`src/hw/rtl/ictl_pkg.sv`:
```
// Shared types and constants for the idle connection timeout list.
`timescale 1ns / 1ps
`default_nettype none
package ictl_pkg;

	localparam int TIME_W       = 48;
	localparam int ID_W         = 5;
	localparam int CNT_W        = 6;
	localparam int RESULT_LIMIT = 32;

	localparam logic [TIME_W-1:0] IDLE_RESET = 48'd10000000;

	localparam logic [1:0] CMD_CONNECT    = 2'd0;
	localparam logic [1:0] CMD_ACTIVITY   = 2'd1;
	localparam logic [1:0] CMD_DISCONNECT = 2'd2;
	localparam logic [1:0] CMD_TICK       = 2'd3;

	// datapath micro-operations, one per cycle
	typedef enum logic [3:0] {
		OP_NONE,
		OP_CAPTURE,
		OP_READ_ID,
		OP_APPEND_A,
		OP_APPEND_B,
		OP_UNLINK,
		OP_EMIT_CMD,
		OP_READ_CUR,
		OP_EVAL,
		OP_REPORT,
		OP_EMIT_END
	} op_t;

	typedef struct packed {
		op_t  op;
		logic err;
	} dp_cmd_t;

	typedef struct packed {
		logic is_tick;
		logic is_connect;
		logic is_activity;
		logic cmd_err;
		logic cur_null;
		logic walk_full;
		logic future;
		logic stale;
		logic pending;
		logic out_free;
	} dp_status_t;

endpackage
`default_nettype wire

```
`src/hw/rtl/idle_connection_timeout_list.sv`:
```
// Idle connection timeout list: keeps connections ordered by last activity.
// Usage:
//   Input channel (in_valid/in_ready) carries command, conn_id and now_time.
//   Output channel (out_valid/out_ready) returns target_id, shutdown, error,
//   last_result and active_count; last_result marks the final transaction
//   caused by one input transaction.
//   cfg_we/cfg_wdata write idle_limit; write only while idle.
// Sequencing (one input transaction at a time): a command error is reported
//   directly; connect appends, disconnect unlinks, activity unlinks and
//   re-appends. A tick walks from the head; each visited entry takes a
//   linked-list memory read, then an age compare, and each stale entry
//   adds a shutdown report. The walk ends at a fresh entry, at the list
//   end, or at the cap of 32 reports per tick. Link and timestamp memories
//   have one read port each.
// Reset: all slots unlisted, head/tail null, idle_limit = 10 s; no
//   memory clearing pass is needed, the block is ready right after reset.
// Stall: a result waits in the output register; the next input transaction
//   is taken meanwhile, and the block holds only when a further result is due.
`timescale 1ns / 1ps
`default_nettype none
module idle_connection_timeout_list #(
	parameter int MAX_CONNECTIONS = 32
) (
	input  logic                        clk,
	input  logic                        arst_n,
	input  logic                        cfg_we,
	input  logic [ictl_pkg::TIME_W-1:0] cfg_wdata,
	input  logic                        in_valid,
	output logic                        in_ready,
	input  logic [1:0]                  command,
	input  logic [ictl_pkg::ID_W-1:0]   conn_id,
	input  logic [ictl_pkg::TIME_W-1:0] now_time,
	output logic                        out_valid,
	input  logic                        out_ready,
	output logic [ictl_pkg::ID_W-1:0]   target_id,
	output logic                        shutdown,
	output logic                        error,
	output logic                        last_result,
	output logic [ictl_pkg::CNT_W-1:0]  active_count
);
	import ictl_pkg::*;

	dp_cmd_t    dp_cmd;
	dp_status_t dp_status;

	ictl_ctrl u_ctrl (
		.clk      (clk),
		.arst_n   (arst_n),
		.in_valid (in_valid),
		.in_ready (in_ready),
		.status   (dp_status),
		.cmd      (dp_cmd)
	);

	ictl_dp #(.MAX_CONNECTIONS(MAX_CONNECTIONS)) u_dp (
		.clk          (clk),
		.arst_n       (arst_n),
		.cfg_we       (cfg_we),
		.cfg_wdata    (cfg_wdata),
		.command      (command),
		.conn_id      (conn_id),
		.now_time     (now_time),
		.cmd          (dp_cmd),
		.status       (dp_status),
		.out_valid    (out_valid),
		.out_ready    (out_ready),
		.target_id    (target_id),
		.shutdown     (shutdown),
		.error        (error),
		.last_result  (last_result),
		.active_count (active_count)
	);

endmodule
`default_nettype wire

```
`src/hw/rtl/ictl_ram.sv`:
```
// Generic single-port-write, registered-read RAM.
`timescale 1ns / 1ps
`default_nettype none
module ictl_ram #(
	parameter int WIDTH = 8,
	parameter int DEPTH = 32,
	localparam int AW = $clog2(DEPTH)
) (
	input  logic             clk,
	input  logic             we,
	input  logic [AW-1:0]    waddr,
	input  logic [WIDTH-1:0] wdata,
	input  logic [AW-1:0]    raddr,
	output logic [WIDTH-1:0] rdata
);

	logic [WIDTH-1:0] mem_q [DEPTH];
	logic [WIDTH-1:0] rdata_q;

	always_ff @(posedge clk) begin
		if (we) begin
			mem_q[waddr] <= wdata;
		end
		rdata_q <= mem_q[raddr];
	end

	assign rdata = rdata_q;

endmodule
`default_nettype wire

```
`src/hw/rtl/ictl_ctrl.sv`:
```
// Controller state machine sequencing list updates and the tick walk.
`timescale 1ns / 1ps
`default_nettype none
module ictl_ctrl (
	input  logic                clk,
	input  logic                arst_n,
	input  logic                in_valid,
	output logic                in_ready,
	input  ictl_pkg::dp_status_t status,
	output ictl_pkg::dp_cmd_t    cmd
);
	import ictl_pkg::*;

	typedef enum logic [3:0] {
		S_IDLE,
		S_DECODE,
		S_UNL_RD,
		S_UNL_WR,
		S_APP_A,
		S_APP_B,
		S_EMIT,
		S_WALK,
		S_EVAL,
		S_REPORT,
		S_END
	} state_t;

	state_t state_q, state_d;
	logic   err_q, err_d;

	always_comb begin
		state_d  = state_q;
		err_d    = err_q;
		cmd.op   = OP_NONE;
		cmd.err  = err_q;
		in_ready = (state_q == S_IDLE);
		case (state_q)
			S_IDLE: begin
				if (in_valid) begin
					cmd.op  = OP_CAPTURE;
					state_d = S_DECODE;
				end
			end
			S_DECODE: begin
				if (status.is_tick) begin
					state_d = S_WALK;
				end else if (status.cmd_err) begin
					err_d   = 1'b1;
					state_d = S_EMIT;
				end else begin
					err_d   = 1'b0;
					state_d = status.is_connect ? S_APP_A : S_UNL_RD;
				end
			end
			S_UNL_RD: begin
				cmd.op  = OP_READ_ID;
				state_d = S_UNL_WR;
			end
			S_UNL_WR: begin
				cmd.op  = OP_UNLINK;
				state_d = status.is_activity ? S_APP_A : S_EMIT;
			end
			S_APP_A: begin
				cmd.op  = OP_APPEND_A;
				state_d = S_APP_B;
			end
			S_APP_B: begin
				cmd.op  = OP_APPEND_B;
				state_d = S_EMIT;
			end
			S_EMIT: begin
				if (status.out_free) begin
					cmd.op  = OP_EMIT_CMD;
					state_d = S_IDLE;
				end
			end
			S_WALK: begin
				if (status.cur_null || status.walk_full) begin
					state_d = S_END;
				end else begin
					cmd.op  = OP_READ_CUR;
					state_d = S_EVAL;
				end
			end
			S_EVAL: begin
				cmd.op = OP_EVAL;
				if (status.future) begin
					state_d = S_WALK;
				end else if (status.stale) begin
					state_d = S_REPORT;
				end else begin
					state_d = S_END;
				end
			end
			S_REPORT: begin
				// a held report goes out only once the next one is known
				if (!status.pending || status.out_free) begin
					cmd.op  = OP_REPORT;
					state_d = S_WALK;
				end
			end
			S_END: begin
				if (status.out_free) begin
					cmd.op  = OP_EMIT_END;
					state_d = S_IDLE;
				end
			end
			default: begin
				state_d = S_IDLE;
			end
		endcase
	end

	always_ff @(posedge clk or negedge arst_n) begin
		if (!arst_n) begin
			state_q <= S_IDLE;
			err_q   <= 1'b0;
		end else begin
			state_q <= state_d;
			err_q   <= err_d;
		end
	end

endmodule
`default_nettype wire

```
`src/hw/rtl/ictl_dp.sv`:
```
// Datapath: link memories, list registers, age compare and result register.
`timescale 1ns / 1ps
`default_nettype none
module ictl_dp #(
	parameter int MAX_CONNECTIONS = 32
) (
	input  logic                        clk,
	input  logic                        arst_n,
	input  logic                        cfg_we,
	input  logic [ictl_pkg::TIME_W-1:0] cfg_wdata,
	input  logic [1:0]                  command,
	input  logic [ictl_pkg::ID_W-1:0]   conn_id,
	input  logic [ictl_pkg::TIME_W-1:0] now_time,
	input  ictl_pkg::dp_cmd_t           cmd,
	output ictl_pkg::dp_status_t        status,
	output logic                        out_valid,
	input  logic                        out_ready,
	output logic [ictl_pkg::ID_W-1:0]   target_id,
	output logic                        shutdown,
	output logic                        error,
	output logic                        last_result,
	output logic [ictl_pkg::CNT_W-1:0]  active_count
);
	import ictl_pkg::*;

	localparam int IW = $clog2(MAX_CONNECTIONS);
	localparam int LW = $clog2(MAX_CONNECTIONS + 1);
	localparam logic [LW-1:0] NULL_LINK = LW'(MAX_CONNECTIONS);

	logic [TIME_W-1:0]          idle_limit_q;
	logic [1:0]                 cmd_q;
	logic [ID_W-1:0]            id_q;
	logic [TIME_W-1:0]          now_q;
	logic [LW-1:0]              head_q, tail_q, cur_q, next_q;
	logic [CNT_W-1:0]           count_q, nres_q;
	logic                       pending_q;
	logic [ID_W-1:0]            pend_id_q;
	logic [MAX_CONNECTIONS-1:0] listed_q;

	logic                       out_valid_q;
	logic [ID_W-1:0]            target_q;
	logic                       shutdown_q, error_q, last_q;
	logic [CNT_W-1:0]           active_q;

	logic [IW-1:0]     id_ix;
	logic [LW-1:0]     id_link;
	logic              id_ok, id_listed;
	logic [LW-1:0]     next_rd, prev_rd;
	logic [TIME_W-1:0] seen_rd;
	logic [TIME_W:0]   age;
	logic              out_free;

	logic              nx_we, pv_we, ls_we;
	logic [IW-1:0]     nx_waddr, pv_waddr, ls_waddr, raddr;
	logic [LW-1:0]     nx_wdata, pv_wdata;
	logic [TIME_W-1:0] ls_wdata;

	logic              out_load;
	logic [ID_W-1:0]   ld_target;
	logic              ld_sd, ld_err, ld_last;

	assign id_ix     = IW'(id_q);
	assign id_link   = LW'(id_q);
	assign id_ok     = 32'(id_q) < 32'(MAX_CONNECTIONS);
	assign id_listed = id_ok && listed_q[id_ix];
	// bit TIME_W set means the stamp lies in the future
	assign age       = {1'b0, now_q} - {1'b0, seen_rd};
	assign out_free  = !out_valid_q || out_ready;

	assign status.is_tick     = (cmd_q == CMD_TICK);
	assign status.is_connect  = (cmd_q == CMD_CONNECT);
	assign status.is_activity = (cmd_q == CMD_ACTIVITY);
	assign status.cmd_err     = (cmd_q == CMD_CONNECT) ? (!id_ok || id_listed) : !id_listed;
	assign status.cur_null    = (cur_q == NULL_LINK);
	assign status.walk_full   = (nres_q == CNT_W'(RESULT_LIMIT));
	assign status.future      = age[TIME_W];
	assign status.stale       = !age[TIME_W] && (age[TIME_W-1:0] > idle_limit_q);
	assign status.pending     = pending_q;
	assign status.out_free    = out_free;

	ictl_ram #(.WIDTH(LW), .DEPTH(MAX_CONNECTIONS)) u_next_ram (
		.clk   (clk),
		.we    (nx_we),
		.waddr (nx_waddr),
		.wdata (nx_wdata),
		.raddr (raddr),
		.rdata (next_rd)
	);

	ictl_ram #(.WIDTH(LW), .DEPTH(MAX_CONNECTIONS)) u_prev_ram (
		.clk   (clk),
		.we    (pv_we),
		.waddr (pv_waddr),
		.wdata (pv_wdata),
		.raddr (raddr),
		.rdata (prev_rd)
	);

	ictl_ram #(.WIDTH(TIME_W), .DEPTH(MAX_CONNECTIONS)) u_seen_ram (
		.clk   (clk),
		.we    (ls_we),
		.waddr (ls_waddr),
		.wdata (ls_wdata),
		.raddr (raddr),
		.rdata (seen_rd)
	);

	always_comb begin
		raddr    = (cmd.op == OP_READ_CUR) ? IW'(cur_q) : id_ix;
		nx_we    = 1'b0;
		nx_waddr = id_ix;
		nx_wdata = NULL_LINK;
		pv_we    = 1'b0;
		pv_waddr = id_ix;
		pv_wdata = tail_q;
		ls_we    = 1'b0;
		ls_waddr = id_ix;
		ls_wdata = now_q;
		case (cmd.op)
			OP_APPEND_A: begin
				ls_we = 1'b1;
				pv_we = 1'b1;
				nx_we = 1'b1;
			end
			OP_APPEND_B: begin
				nx_we    = (tail_q != NULL_LINK);
				nx_waddr = IW'(tail_q);
				nx_wdata = id_link;
			end
			OP_UNLINK: begin
				nx_we    = (prev_rd != NULL_LINK);
				nx_waddr = IW'(prev_rd);
				nx_wdata = next_rd;
				pv_we    = (next_rd != NULL_LINK);
				pv_waddr = IW'(next_rd);
				pv_wdata = prev_rd;
			end
			OP_EVAL: begin
				// clock stepped back: restamp
				ls_we    = age[TIME_W];
				ls_waddr = IW'(cur_q);
			end
			default: begin
			end
		endcase
	end

	always_comb begin
		out_load  = 1'b0;
		ld_target = id_q;
		ld_sd     = 1'b0;
		ld_err    = 1'b0;
		ld_last   = 1'b1;
		case (cmd.op)
			OP_EMIT_CMD: begin
				out_load = 1'b1;
				ld_err   = cmd.err;
			end
			OP_REPORT: begin
				out_load  = pending_q;
				ld_target = pend_id_q;
				ld_sd     = 1'b1;
				ld_last   = 1'b0;
			end
			OP_EMIT_END: begin
				out_load  = 1'b1;
				ld_target = pending_q ? pend_id_q : '0;
				ld_sd     = pending_q;
			end
			default: begin
			end
		endcase
	end

	always_ff @(posedge clk or negedge arst_n) begin
		if (!arst_n) begin
			idle_limit_q <= IDLE_RESET;
			head_q       <= NULL_LINK;
			tail_q       <= NULL_LINK;
			count_q      <= '0;
			listed_q     <= '0;
			nres_q       <= '0;
			pending_q    <= 1'b0;
			out_valid_q  <= 1'b0;
		end else begin
			if (cfg_we) begin
				idle_limit_q <= cfg_wdata;
			end
			case (cmd.op)
				OP_CAPTURE: begin
					nres_q    <= '0;
					pending_q <= 1'b0;
				end
				OP_APPEND_B: begin
					if (tail_q == NULL_LINK) begin
						head_q <= id_link;
					end
					tail_q <= id_link;
					if (cmd_q == CMD_CONNECT) begin
						listed_q[id_ix] <= 1'b1;
						count_q         <= count_q + CNT_W'(1);
					end
				end
				OP_UNLINK: begin
					if (prev_rd == NULL_LINK) begin
						head_q <= next_rd;
					end
					if (next_rd == NULL_LINK) begin
						tail_q <= prev_rd;
					end
					if (cmd_q == CMD_DISCONNECT) begin
						listed_q[id_ix] <= 1'b0;
						count_q         <= count_q - CNT_W'(1);
					end
				end
				OP_REPORT: begin
					pending_q <= 1'b1;
					nres_q    <= nres_q + CNT_W'(1);
				end
				default: begin
				end
			endcase
			if (out_load) begin
				out_valid_q <= 1'b1;
			end else if (out_ready) begin
				out_valid_q <= 1'b0;
			end
		end
	end

	always_ff @(posedge clk) begin
		case (cmd.op)
			OP_CAPTURE: begin
				cmd_q <= command;
				id_q  <= conn_id;
				now_q <= now_time;
				cur_q <= head_q;
			end
			OP_EVAL: begin
				next_q <= next_rd;
				if (age[TIME_W]) begin
					cur_q <= next_rd;
				end
			end
			OP_REPORT: begin
				pend_id_q <= ID_W'(cur_q);
				cur_q     <= next_q;
			end
			default: begin
			end
		endcase
		if (out_load) begin
			target_q   <= ld_target;
			shutdown_q <= ld_sd;
			error_q    <= ld_err;
			last_q     <= ld_last;
			active_q   <= count_q;
		end
	end

	assign out_valid    = out_valid_q;
	assign target_id    = target_q;
	assign shutdown     = shutdown_q;
	assign error        = error_q;
	assign last_result  = last_q;
	assign active_count = active_q;

	a_count_matches_listed: assert property (@(posedge clk) disable iff (!arst_n)
		$countones(listed_q) == int'(count_q))
		else $error("listed bits and count disagree");

	a_count_bound: assert property (@(posedge clk) disable iff (!arst_n)
		32'(count_q) <= 32'(MAX_CONNECTIONS))
		else $error("count above capacity");

	a_head_consistent: assert property (@(posedge clk) disable iff (!arst_n)
		(cmd.op == OP_CAPTURE) |-> ((head_q == NULL_LINK) == (count_q == '0)))
		else $error("head pointer inconsistent with count");

	a_tail_consistent: assert property (@(posedge clk) disable iff (!arst_n)
		(cmd.op == OP_CAPTURE) |-> ((tail_q == NULL_LINK) == (count_q == '0)))
		else $error("tail pointer inconsistent with count");

	a_load_when_free: assert property (@(posedge clk) disable iff (!arst_n)
		out_load |-> out_free)
		else $error("result register overwritten before transaction");

endmodule
`default_nettype wire
```
`config.mk`:
```
export PLATFORM = sky130hd
export DESIGN_NAME = idle_connection_timeout_list
export DESIGN_NICKNAME = d
export VERILOG_FILES = /design/src/hw/rtl/ictl_pkg.sv /design/src/hw/rtl/idle_connection_timeout_list.sv /design/src/hw/rtl/ictl_ram.sv /design/src/hw/rtl/ictl_ctrl.sv /design/src/hw/rtl/ictl_dp.sv
export SDC_FILE = /design/constraint.sdc
export NUM_CORES = 2
export LEC_CHECK = 0
export BUFFER_PORTS_ARGS = -buffer_cell sky130_fd_sc_hd__buf_2
export CAP_MARGIN = 0
export CORE_ASPECT_RATIO = 0.5
export CORE_MARGIN = 8
export CORE_UTILIZATION = 40
export CTS_CLUSTER_DIAMETER = 150
export DETAILED_ROUTE_END_ITERATION = 7
export PLACE_DENSITY = 0.57
export SYNTH_ARGS = -nofsm -noshare
export SYNTH_HDL_FRONTEND = slang
export SYNTH_SLANG_ARGS = --single-unit
```
`constraint.sdc`:
```
create_clock -name clk -period 8.2 [get_ports clk]
set_clock_uncertainty 0.15 [all_clocks]
set_input_delay 0.41 -clock clk [delete_from_list [all_inputs] [get_ports clk]]
set_output_delay 0.41 -clock clk [all_outputs]
set_load 0.02 [all_outputs]
```
==> summary.md <==
| Metric | Value |
|---|---|
| Core area | 217400 um^2 |
| Final Max Tran Viols | 0 |
| Mapped Cells | 6468 |
| Setup Fix Bufs, Post-CTS | 0 |
| Vias | 54720 |
| RSZ-0062 raised after global routing | false |
| Post-synthesis cell type count | 70 |
| Final nets | 6911 |
| Register bit total from synthesis | 2177 |
| GRT Resource Usage Total | 20.63% |
| CTS clk-pin slew, worst paths | 60 ps |
| Synth Area in Compound Gates | 7.118% |
| Async S/R FF share, synth | 5.099% |
| Routed WL per cell | 25.84 um |
| CTS max path bufs | 4 |
| Worst path slowest cell | nor2_4 |
| Max incr delay on CP | 880 ps |
| Area growth from synthesis to layout | 14.21% |
| Syn_nets | 6682 |
| Yosys top cell area share | 68.91% |
| XOR/XNOR Fraction of Synth Area | 0.5410% |
| Initial antenna violation count | 12 |
| Full die area | 234700 um^2 |
| Iter 0 DRT Violations | 6283 |
| PortBufs | 123 |
| Most frequent cells in the layout | edfxtp_1, nand2_1, nand3_1 |
| Sequential fraction of the synthesis area | 73.47% |
| First-pass GRT wire length | 366.9 mm |
| Starting density of the core | 40.21% |
| Final worst path period need | 6449 ps |
| Max_cap viols | 0 |
| Peak supply drop | 0.0001801 V |
| Status | complete, no violations |
| Worst Path Required | 8500 ps |
| Floorplan die width | 677.1 um |
| Fin crit share | 78.65% |
| Critical path, cell by cell | inv_1 > ha_1 > inv_1 > fa_1 > a211oi_1 > nor2_1 > o41a_1 > a2111oi_4 > a21oi_1 > a21oi_1 > a211oi_1 > nor3b_2 > a31oi_2 > nor2_4 > buf_4 |
| Highest Clock Rate | 155.1 MHz |
| Via density | 5.610 |
| CTS Buf Count | 202 |
| Ys flop type | edfxtp_1 |
| Synthesized area | 87420 um^2 |
| Adder-Cell Fraction of Synth Area | 1.534% |
| Crit Path Category | flip-flop to flip-flop |
| Worst-Skew Late Latency | 850 ps |
| Synth area leaders | edfxtp_1, nand2_1, dfrtp_1 |
| Post-detail-place hpwl | 147.5 mm |
| CTS Hold Bufs | 106 |
| DRC | 0 |
| Setup WS post-layout | 1751 ps |
| CP max FO | 33 |
| Setup TNS | 0 ps |
| Clk sink count | 2177 |
| Post-synth EDFFs | 2006 |
| Die H | 346.6 um |
| Drt pass-1 iters | 6 |
| H-tree levels | 4 |
| Fin. Hold Viols | 0 |
| Setup violators final | 0 |
| Relative slew slack | 17.00% |
| Row cnt | 121 |
| Pre-CTS setup slack | 1777 ps |
| Main combinational cell family by area after synthesis | simple AND/OR/NAND/NOR gates |
| Share of layout cells above drive strength 1 | 9.636% |
| Total grt overflow | 0 |
| Cell Pwr Density | 314.7 nW/um^2 |
| Root buffer cell | clkbuf_16 |
| WHS | 81.38 ps |
| Post-DRT Antenna Nets | 0 |
| Leakage power | 0.03442 uW |
| Data arrival, critical path | 6750 ps |
| Number of synthesis warnings | 0 |
| # resized after CTS | 0 |
| Synth Area in Simple Gates | 11.91% |
| Drt total wl | 252.0 mm |
| Critical path capture point type | flip-flop |
| Worst Hold Class | input port to asynchronous set/reset pin |
| Largest net degree at the start of global routing | 133 |
| Post-synth top area cell | edfxtp_1 |
| Slew @ Worst Pin | 1242 ps |
| Multiplexer share of the synthesized area | 3.130% |
| GPL Wtd Cong | 0.8390 |
| CTS tree | built |
| Vias in the first global route | 52690 |
| Most common cell after layout, fill and taps aside | edfxtp_1 |
| Fillers | 19210 |
| Post-Syn Area per Cell | 13.52 um^2 |
| I/O Pins | 124 |
| Worst Setup Start Kind | flip-flop |
[through the flow]
step	utilization, %	total power, uW	cells	instance area (um^2)
2_1_floorplan	-	19080	6468	87420
3_3_place_gp	42.45	22100	9277	92290
3_5_place_dp	42.45	22110	9277	92290
4_1_cts	45.92	31530	9750	99840
5_1_grt	45.92	32760	9751	99840
6_report	45.93	31420	9753	99840
[report_power, final]
| part | switching (uW) | internal, uW | total, uW |
|---|---|---|---|
| clock network | 4130 | 5310 | 9440 |
| logic | 5700 | 2530 | 8230 |
| registers | 402 | 13300 | 13700 |
[cells by family after synthesis]
| kind of cell | count (synthesis) |
|---|---|
| xor+xnor | 54 |
| flops | 2177 |
| fa+ha+maj | 106 |
| compound gates | 896 |
| mux | 262 |
| simple gates | 2471 |
| buf+inv | 502 |
[critical path: cells and delay by family, from the launching register on]
| family | cells | cell delay (ps) |
|---|---|---|
| AO/OA/AOI/OAI | 7 | 2360 |
| AND/OR/NAND/NOR | 3 | 1500 |
| flip-flops | 1 | 780 |
| buffers and inverters | 3 | 640 |
| adder cells (fa/ha/maj) | 2 | 600 |
[cells in the mapped netlist, types with 8 or more instances]
| cell | number |
|---|---|
| a32oi_1 | 245 |
| xnor2_1 | 38 |
| o21bai_1 | 8 |
| a21o_1 | 56 |
| mux2i_1 | 243 |
| and2_1 | 12 |
| mux2_2 | 11 |
| nand3_1 | 503 |
| buf_2 | 80 |
| nor2_1 | 179 |
| dfrtp_1 | 101 |
| o21ai_0 | 122 |
| nor4_1 | 67 |
| edfxtp_1 | 2006 |
| nand2_1 | 1602 |
| dfxtp_1 | 60 |
| nor2b_1 | 19 |
| nand4_1 | 22 |
| clkbuf_1 | 261 |
| o31ai_1 | 20 |
| inv_1 | 125 |
| xor2_1 | 16 |
| and3_1 | 11 |
| mux4_2 | 8 |
| dfstp_2 | 10 |
| a211oi_1 | 9 |
| a22o_1 | 10 |
| buf_1 | 30 |
| a31oi_1 | 263 |
| ha_1 | 104 |
| nand3b_1 | 10 |
| nand2b_1 | 15 |
| a21oi_1 | 105 |
| nor3_1 | 12 |
[final timing paths]
kind	endpoint	slack, ps	cells past startpoint	startpoint
hold / removal	asynchronous set/reset pin	80	2	arst_n
min in group clk	u_dp.ls_wdata[25]	140	2	now_time[25]
setup / recovery	u_dp.u_seen_ram.mem_q[23][45]	1750	15	u_dp.ls_wdata[0]
setup reg to reg	u_dp.u_seen_ram.mem_q[23][45]	1750	15	u_dp.ls_wdata[0]
max in group asynchronous	u_dp.idle_limit_q[47]	6430	3	arst_n
hold reg to reg	u_dp.count_q[5]	320	1	u_dp.count_q[5]
[area by class of cell]
class / instances / area (um^2) / share of cell area (%)
timing repair buffer: 402 / 3466 / 3.471
multi-input combinational: 3789 / 21570 / 21.61
inverter: 125 / 469.2 / 0.4699
tap: 2890 / 3616 / 3.622
sequential: 2177 / 64230 / 64.33
clock buffer: 278 / 5607 / 5.615
antenna: 3 / 7.507 / 0.007519
clock inverter: 89 / 877.1 / 0.8785
[registers in the layout, summed over array words and instances, names as in the netlist, 48 cells and up, named ones only]
register               cells
u_dp.u_next_ram.mem_q    192
u_dp.ls_wdata             48
u_dp.u_seen_ram.rdata     48
u_dp.idle_limit_q         48
u_dp.u_seen_ram.mem_q   1536
u_dp.u_prev_ram.mem_q    192
[layer usage]
layer | part of all wire (%) | global-route usage, % | wire (um) | up-vias
met4 | 2.5 | 5.289 | 6374 | 4
met1 | 46 | 30.73 | 114900 | 27680
met3 | 7.4 | 3.320 | 18670 | 298
met2 | 44 | 31.41 | 112000 | 2155
met5 | 0.0099 | 0 | 25 | -
li1 | - | - | - | 24580
No activity file was read; power rests on OpenSTA's default activity.
